--- config.mk ---
export PLATFORM = sky130hd
export DESIGN_NAME = smq_seq
export DESIGN_NICKNAME = d
export VERILOG_FILES = /design/src/rtl/smq_pkg.sv /design/src/rtl/smq_seq.sv
export SDC_FILE = /design/constraint.sdc
export NUM_CORES = 1
export LEC_CHECK = 0
export ABC_AREA = 0
export CAP_MARGIN = 40
export CORE_UTILIZATION = 40
export DETAILED_ROUTE_END_ITERATION = 6
export DONT_BUFFER_PORTS = 1
export PLACE_DENSITY = 0.53
export SYNTH_ARGS = -nofsm -noshare
export SYNTH_HDL_FRONTEND = slang
export SYNTH_SLANG_ARGS = --single-unit
--- constraint.sdc ---
create_clock -name clk -period 8.6 [get_ports clk]
set_input_delay 1.72 -clock clk [delete_from_list [all_inputs] [get_ports clk]]
set_output_delay 1.72 -clock clk [all_outputs]
set_load 0.01 [all_outputs]
--- src/rtl/smq_pkg.sv ---
// ----------------------------------------------------------------------------
// smq_pkg
// Shared constants, operation codes and memory request types of the stack
// with median query.
// ----------------------------------------------------------------------------
package smq_pkg;

	localparam int STACK_DEPTH = 65536;
	localparam int VALUE_LIMIT = 131072;

	localparam int VAL_W    = 17;
	localparam int OP_W     = 2;
	localparam int ADDR_W   = $clog2(STACK_DEPTH);
	localparam int CNT_W    = $clog2(STACK_DEPTH + 1);
	localparam int TREE_AW  = $clog2(VALUE_LIMIT);
	localparam int IDX_W    = TREE_AW + 1;
	localparam int TDATA_W  = ((VAL_W + 7) / 8) * 8;
	localparam int TOP_STEP = 1 << (TREE_AW - 1);

	localparam logic [OP_W-1:0] OP_PUSH = 2'd0;
	localparam logic [OP_W-1:0] OP_POP  = 2'd1;
	localparam logic [OP_W-1:0] OP_PEEK = 2'd2;

	typedef struct packed {
		logic               wr_en;
		logic [TREE_AW-1:0] wr_addr;
		logic [CNT_W-1:0]   wr_data;
		logic [TREE_AW-1:0] rd_addr;
	} tree_req_t;

	typedef struct packed {
		logic              wr_en;
		logic [ADDR_W-1:0] wr_addr;
		logic [VAL_W-1:0]  wr_data;
		logic [ADDR_W-1:0] rd_addr;
	} stk_req_t;

endpackage

--- src/rtl/smq_seq.sv ---
// ----------------------------------------------------------------------------
// smq_seq
// Sequencer with its add and compare logic: clears the tree, walks it
// for updates and median descents, and holds the result word.
// ----------------------------------------------------------------------------
module smq_seq (
	input  logic                        clk,
	input  logic                        arst_n,
	input  logic                        in_valid,
	output logic                        in_ready,
	input  logic [smq_pkg::OP_W-1:0]    in_op,
	input  logic [smq_pkg::VAL_W-1:0]   in_value,
	output logic                        out_valid,
	input  logic                        out_ready,
	output logic                        out_invalid,
	output logic [smq_pkg::VAL_W-1:0]   out_value,
	output smq_pkg::tree_req_t          tree_req,
	input  logic [smq_pkg::CNT_W-1:0]   tree_rd_data,
	output smq_pkg::stk_req_t           stk_req,
	input  logic [smq_pkg::VAL_W-1:0]   stk_rd_data
);
	import smq_pkg::*;

	typedef enum logic [8:0] {
		ST_CLEAR    = 9'b000000001,
		ST_IDLE     = 9'b000000010,
		ST_POP_RD   = 9'b000000100,
		ST_POP_GET  = 9'b000001000,
		ST_UPD_RD   = 9'b000010000,
		ST_UPD_WR   = 9'b000100000,
		ST_FIND_RD  = 9'b001000000,
		ST_FIND_CMP = 9'b010000000,
		ST_FIN      = 9'b100000000
	} state_t;

	state_t             state_q;
	logic [TREE_AW-1:0] clr_q;
	logic [CNT_W-1:0]   cnt_q;
	logic [IDX_W-1:0]   idx_q;
	logic               up_q;
	logic [TREE_AW-1:0] pos_q;
	logic [TREE_AW-1:0] step_q;
	logic [CNT_W-1:0]   tgt_q;
	logic [VAL_W-1:0]   res_q;
	logic               inv_q;
	logic               has_res_q;
	logic               out_valid_q;
	logic               out_inv_q;
	logic [VAL_W-1:0]   out_val_q;

	logic               accept;
	logic               push_ok;
	logic [IDX_W-1:0]   idx_next;
	logic [IDX_W-1:0]   nxt;
	logic               take;
	logic [TREE_AW-1:0] pos_next;
	logic [CNT_W:0]     half_sum;
	logic               load_out;

	assign accept    = in_valid && in_ready;
	assign in_ready  = (state_q == ST_IDLE);
	assign push_ok   = (cnt_q < CNT_W'(STACK_DEPTH)) && (in_value != '0)
	                   && ({{(IDX_W-VAL_W){1'b0}}, in_value} < IDX_W'(VALUE_LIMIT));
	assign idx_next  = idx_q + (idx_q & (~idx_q + IDX_W'(1)));
	assign nxt       = {1'b0, pos_q} + {1'b0, step_q};
	assign take      = (nxt < IDX_W'(VALUE_LIMIT)) && (tree_rd_data < tgt_q);
	assign pos_next  = take ? nxt[TREE_AW-1:0] : pos_q;
	assign half_sum  = ({1'b0, cnt_q} + (CNT_W+1)'(1)) >> 1;
	assign load_out  = (state_q == ST_FIN) && has_res_q && (!out_valid_q || out_ready);

	always_comb begin
		tree_req         = '0;
		stk_req          = '0;
		stk_req.wr_addr  = cnt_q[ADDR_W-1:0];
		stk_req.wr_data  = in_value;
		stk_req.rd_addr  = cnt_q[ADDR_W-1:0];
		tree_req.rd_addr = idx_q[TREE_AW-1:0];
		tree_req.wr_addr = idx_q[TREE_AW-1:0];
		tree_req.wr_data = up_q ? tree_rd_data + CNT_W'(1) : tree_rd_data - CNT_W'(1);
		unique case (state_q)
			ST_CLEAR: begin
				tree_req.wr_en   = 1'b1;
				tree_req.wr_addr = clr_q;
				tree_req.wr_data = '0;
			end
			ST_IDLE: begin
				stk_req.wr_en = accept && (in_op == OP_PUSH) && push_ok;
			end
			ST_UPD_WR: begin
				tree_req.wr_en = 1'b1;
			end
			ST_FIND_RD, ST_FIND_CMP: begin
				tree_req.rd_addr = nxt[TREE_AW-1:0];
			end
			default: begin
			end
		endcase
	end

	always_ff @(posedge clk or negedge arst_n) begin
		if (!arst_n) begin
			state_q     <= ST_CLEAR;
			clr_q       <= '0;
			cnt_q       <= '0;
			has_res_q   <= 1'b0;
			out_valid_q <= 1'b0;
		end else begin
			if (load_out) begin
				out_valid_q <= 1'b1;
			end else if (out_ready) begin
				out_valid_q <= 1'b0;
			end
			unique case (state_q)
				ST_CLEAR: begin
					clr_q <= clr_q + TREE_AW'(1);
					if (clr_q == TREE_AW'(VALUE_LIMIT - 1)) begin
						state_q <= ST_IDLE;
					end
				end
				ST_IDLE: begin
					if (accept) begin
						state_q   <= ST_FIN;
						has_res_q <= 1'b1;
						case (in_op)
							OP_PUSH: begin
								if (push_ok) begin
									cnt_q     <= cnt_q + CNT_W'(1);
									has_res_q <= 1'b0;
									state_q   <= ST_UPD_RD;
								end
							end
							OP_POP: begin
								if (cnt_q != '0) begin
									cnt_q   <= cnt_q - CNT_W'(1);
									state_q <= ST_POP_RD;
								end
							end
							OP_PEEK: begin
								if (cnt_q != '0) begin
									state_q <= ST_FIND_RD;
								end
							end
							default: begin
								has_res_q <= 1'b0;
							end
						endcase
					end
				end
				ST_POP_RD: begin
					state_q <= ST_POP_GET;
				end
				ST_POP_GET: begin
					state_q <= ST_UPD_RD;
				end
				ST_UPD_RD: begin
					state_q <= ST_UPD_WR;
				end
				ST_UPD_WR: begin
					if ((idx_next == '0) || (idx_next >= IDX_W'(VALUE_LIMIT))) begin
						state_q <= ST_FIN;
					end else begin
						state_q <= ST_UPD_RD;
					end
				end
				ST_FIND_RD: begin
					state_q <= ST_FIND_CMP;
				end
				ST_FIND_CMP: begin
					if (step_q == TREE_AW'(1)) begin
						state_q <= ST_FIN;
					end else begin
						state_q <= ST_FIND_RD;
					end
				end
				ST_FIN: begin
					if (!has_res_q || load_out) begin
						state_q <= ST_IDLE;
					end
				end
				default: begin
					state_q <= ST_IDLE;
				end
			endcase
		end
	end

	always_ff @(posedge clk) begin
		unique case (state_q)
			ST_IDLE: begin
				idx_q  <= {{(IDX_W-VAL_W){1'b0}}, in_value};
				up_q   <= (in_op == OP_PUSH);
				inv_q  <= !(((in_op == OP_POP) || (in_op == OP_PEEK)) && (cnt_q != '0));
				res_q  <= '0;
				pos_q  <= '0;
				step_q <= TREE_AW'(TOP_STEP);
				tgt_q  <= half_sum[CNT_W-1:0];
			end
			ST_POP_GET: begin
				idx_q <= {{(IDX_W-VAL_W){1'b0}}, stk_rd_data};
				res_q <= stk_rd_data;
			end
			ST_UPD_WR: begin
				idx_q <= idx_next;
			end
			ST_FIND_CMP: begin
				pos_q  <= pos_next;
				step_q <= step_q >> 1;
				res_q  <= VAL_W'(pos_next + TREE_AW'(1));
				if (take) begin
					tgt_q <= tgt_q - tree_rd_data;
				end
			end
			default: begin
			end
		endcase
		if (load_out) begin
			out_inv_q <= inv_q;
			out_val_q <= res_q;
		end
	end

	assign out_valid   = out_valid_q;
	assign out_invalid = out_inv_q;
	assign out_value   = out_val_q;

endmodule

==> key figures <==
Setup path
  • Maximum single-stage delay on the critical path: 340 ps
  • Critical path fanouts, max: 3
  • CP Launch Point: tree_rd_data[2]
  • Dominant delay contributor by cell family on the critical path: compound AO/OA/AOI/OAI gates
  • Cell breakdown of the critical path: ha_1 > nor2b_1 > o21ai_0 > a21boi_0 > o21ai_0 > a21oi_1 > a41o_1 > o211a_1 > o31ai_1 > a21oi_1 > nor3_1
  • Start of the worst register-to-register path: pos_q[3]$_SDFFCE_PN0P_
  • Sum of buffers and inverters on the critical path: 0
  • Kind of end point of the critical path: primary output
  • Data arrival, critical path: 4210 ps
  • Highest-delay cell along the critical path: sky130_fd_sc_hd__nor3_1
  • Category of the critical setup timing path: input port to primary output
  • Worst setup slack for register-to-register paths: 4240 ps
  • Critical path launch point type: input port
  • Data required time of the critical path: 6880 ps

CTS
  • TritonCTS clock tree: built
  • H-Tree Level Count: 4
  • Register clock-pin slew on the reported worst setup and hold paths: 80 ps
  • CTS Root Buffer Type: sky130_fd_sc_hd__clkbuf_16
  • # resized after CTS: 0
  • Number of clock buffers inserted by TritonCTS: 17
  • Worst-skew pair later-pin latency: 440 ps
  • Worst-case clock buffer depth: 2
  • Clock Sinks: 151
  • Post-CTS setup buffers: 0
  • Hold buffers post-CTS: 0

Logic synthesis
  • Sequential-to-total area share from yosys stat: 37.1%
  • Instance count of the mapped netlist: 1,290
  • Leading post-synthesis cells by cell area: sky130_fd_sc_hd__edfxtp_1, sky130_fd_sc_hd__dfrtp_1, sky130_fd_sc_hd__ha_1
  • Post-Synthesis Net Count: 1,424
  • Multiplexer share of the synthesized area: 2.17%
  • Largest family of logic cells by synthesized area: simple AND/OR/NAND/NOR gates
  • Post-Synthesis Mean Instance Area: 9.00 um2
  • Most instantiated cells after synthesis: sky130_fd_sc_hd__nand2_1, sky130_fd_sc_hd__nor2_1, sky130_fd_sc_hd__edfxtp_1
  • Area fraction of the dominant cell type after synthesis: 27.4%
  • Cell type with the largest total area after synthesis: sky130_fd_sc_hd__edfxtp_1
  • Synthesis Warnings: 0
  • Ys flop type: sky130_fd_sc_hd__edfxtp_1
  • Arithmetic-cell share of the synthesized area counting full adders, half adders and majority gates: 8.56%
  • FF+latch count, synth: 151
  • Most numerous cell in the Yosys netlist: sky130_fd_sc_hd__nand2_1
  • Share of synthesized cell area in and, or, nand and nor gates: 21.8%
  • Cell area after technology mapping: 11,600 um2
  • Share of the synthesized area in compound gates (AO/OA/AOI/OAI): 16.4%
  • Share of synthesized flip-flops with an asynchronous set or reset: 29.8%
  • Xor and xnor area share after synthesis: 7.17%
  • Count of flip-flops with a built-in enable after synthesis: 106
  • Distinct cell type count after synthesis: 91

Placed design
  • DP HPWL: 23,900 um
  • Routability-driven placement congestion ratio: 0.860
  • Place WS: 2710 ps
  • Buffers added on ports: 0

Die
  • I/O Pins: 179
  • Starting utilization of the core area: 40.6%
  • Core Region: 28,600 um2
  • Floorplan die area: 29,700 um2
  • DIE WIDTH: 172 um
  • Floorplan row count: 62
  • Height of the die: 172 um

Cells and area
  • Share of layout cells above drive strength 1: 8.51%
  • Fill cell total of the finished layout: 2,805
  • Layout net count: 1,367
  • Area grow syn2layout: 5.83%
  • Antenna diode instance count: 0

Pwr
  • Leakage power summed over all cells: 0.00500 uW
  • Total power draw: 4910 uW
  • Maximum vdd drop: 0.209 mV
  • P per Cell Area: 400 nW/um2

Hold path
  • Worst hold-check path type: flip-flop to flip-flop
  • Hold path startpoint: res_q[0]$_DFFE_PP_

STA
  • Slew @ Worst Pin: 881 ps
  • Max Clock Skew: 17.1 ps
  • Minimum period implied by the final worst setup slack: 5930 ps
  • Sum of negative setup slack: 0 ps
  • Relative slew slack: 40.5%
  • Hold violation total from the final report: 0
  • Final Max Slew Viols: 0
  • Final worst path period share: 69.0%
  • Maximum frequency from static timing analysis: 169 MHz
  • Post-layout worst setup margin: 2670 ps
  • Number of endpoints failing setup at the final stage: 0
  • RSZ-0062 raised after global routing: no

GRT
  • Grt ovf: 0
  • Wire length of the first global-routing pass: 48,300 um
  • Number of global-route vias before repair: 8,489
  • Overall fraction of global-route tracks in use: 21.4%
  • Antenna violations before repair: 0
  • Pin count of the biggest net entering global routing: 46

Routing
  • Total detailed-routing wirelength: 31,500 um
  • Detail-routed via count per cell: 5.55
  • Post-detailed-route wirelength per cell: 19.3 um
  • Number of violations reported at the end of detailed-routing iteration 0: 635
  • DR vias: 9,039
  • Number of remaining DRC errors: 0
  • Number of iterations in the first detailed-routing pass: 5
  • Detail Route Antenna Nets: 0

Job
  • MaxCap Viol Count: 0

Outcome
  • Run status: finished, final reports clean
==> cells by family after synthesis <==
group           Yosys count
simple gates            508
compound gates          293
flops                   151
buf+inv                 143
xor+xnor                 95
fa+ha+maj                77
mux                      23
==> layout by cell type, fill, tap and decap left out, types with 5 or more instances in the layout <==
cell type	synthesis	final
sky130_fd_sc_hd__nand2_1	171	171
sky130_fd_sc_hd__nor2_1	107	107
sky130_fd_sc_hd__edfxtp_1	106	106
sky130_fd_sc_hd__a21oi_1	75	75
sky130_fd_sc_hd__ha_1	73	73
sky130_fd_sc_hd__o21ai_0	68	67
sky130_fd_sc_hd__xnor2_1	53	53
sky130_fd_sc_hd__inv_1	51	51
sky130_fd_sc_hd__dfrtp_1	44	44
sky130_fd_sc_hd__xor2_1	42	42
sky130_fd_sc_hd__nand3_1	35	35
sky130_fd_sc_hd__nor3_1	29	28
sky130_fd_sc_hd__o21ai_1	24	25
sky130_fd_sc_hd__nor2b_1	24	23
sky130_fd_sc_hd__and2_1	23	23
sky130_fd_sc_hd__nand4_1	20	20
sky130_fd_sc_hd__clkbuf_16	0	18
sky130_fd_sc_hd__o21a_1	15	15
sky130_fd_sc_hd__mux2_2	15	15
sky130_fd_sc_hd__o211ai_1	14	14
sky130_fd_sc_hd__a21o_1	13	13
sky130_fd_sc_hd__and3_1	13	13
sky130_fd_sc_hd__buf_4	49	12
sky130_fd_sc_hd__or3_1	11	11
sky130_fd_sc_hd__nand2b_1	10	10
sky130_fd_sc_hd__nor4_1	10	10
sky130_fd_sc_hd__a31oi_1	10	10
sky130_fd_sc_hd__a211oi_1	9	9
sky130_fd_sc_hd__or4_1	8	8
sky130_fd_sc_hd__nor3b_1	9	8
sky130_fd_sc_hd__o31ai_1	8	8
sky130_fd_sc_hd__or2_2	6	6
sky130_fd_sc_hd__and4_1	6	6
sky130_fd_sc_hd__mux2i_1	6	6
sky130_fd_sc_hd__a22oi_1	6	6
sky130_fd_sc_hd__clkinv_8	0	6
sky130_fd_sc_hd__o31a_1	5	5
==> state kept, by name (all words and copies together) (netlist names), 9 cells and up <==
register,flops
idx_q,18
clr_q,17
cnt_q,17
out_value,17
pos_q,17
res_q,17
step_q,17
tgt_q,17
state_q,9
==> final timing paths <==
kind                                          end  depth (start not counted)
max                                  tree_req[33]                         11
min                        out_value[0]$_DFFE_PP_                          0
min reg2reg                out_value[0]$_DFFE_PP_                          0
min in group asynchronous    clr_q[0]$_DFFE_PN0N_                          0
max in group asynchronous  state_q[0]$_DFFE_PN1P_                          0
max reg2reg                   res_q[12]$_DFFE_PP_                         16
==> per-stage QoR <==
stage          cells  area (um2)  utilization [%]  hold WS [ps]
3_5_place_dp    1598       11700             40.7           405
6_report        1630       12300             42.9           422
2_1_floorplan   1290       11600                -           400
4_1_cts         1630       12300             42.9           422
5_1_grt         1630       12300             42.9           426
3_3_place_gp    1595       11600             40.5           403
==> power breakdown <==
part	total [uW]	switching, uW	internal (uW)
registers	1540	370	1170
clock network	789	377	412
logic	2580	1620	960
total	4910	2370	2550
==> area by class of cell <==
class                      count  area [um2]  share of cell area, %
timing repair buffer          15         148                   1.20
sequential                   151        4310                   35.1
multi-input combinational    996        6530                   53.1
tap                          384         480                   3.91
clock inverter                14         178                   1.45
clock buffer                  18         450                   3.67
inverter                      52         195                   1.59
==> metal layers <==
metal / global-route usage, % / up-vias / part of all wire (%)
li1: - / 4492 / -
met1: 31.8 / 4277 / 50
met2: 31.3 / 242 / 43
met3: 3.94 / 28 / 5.6
met4: 5.69 / 0 / 1.7
met5: 0 / - / 0
==> worst register-to-register path, delay by kind of cell, from the launching register on <==
kind,cells,cell delay (ps)
simple gates,6,1360
compound gates,7,1320
fa+ha+maj,2,720
flops,1,510
xor+xnor,1,190
No activity file was read; power rests on OpenSTA's default activity.
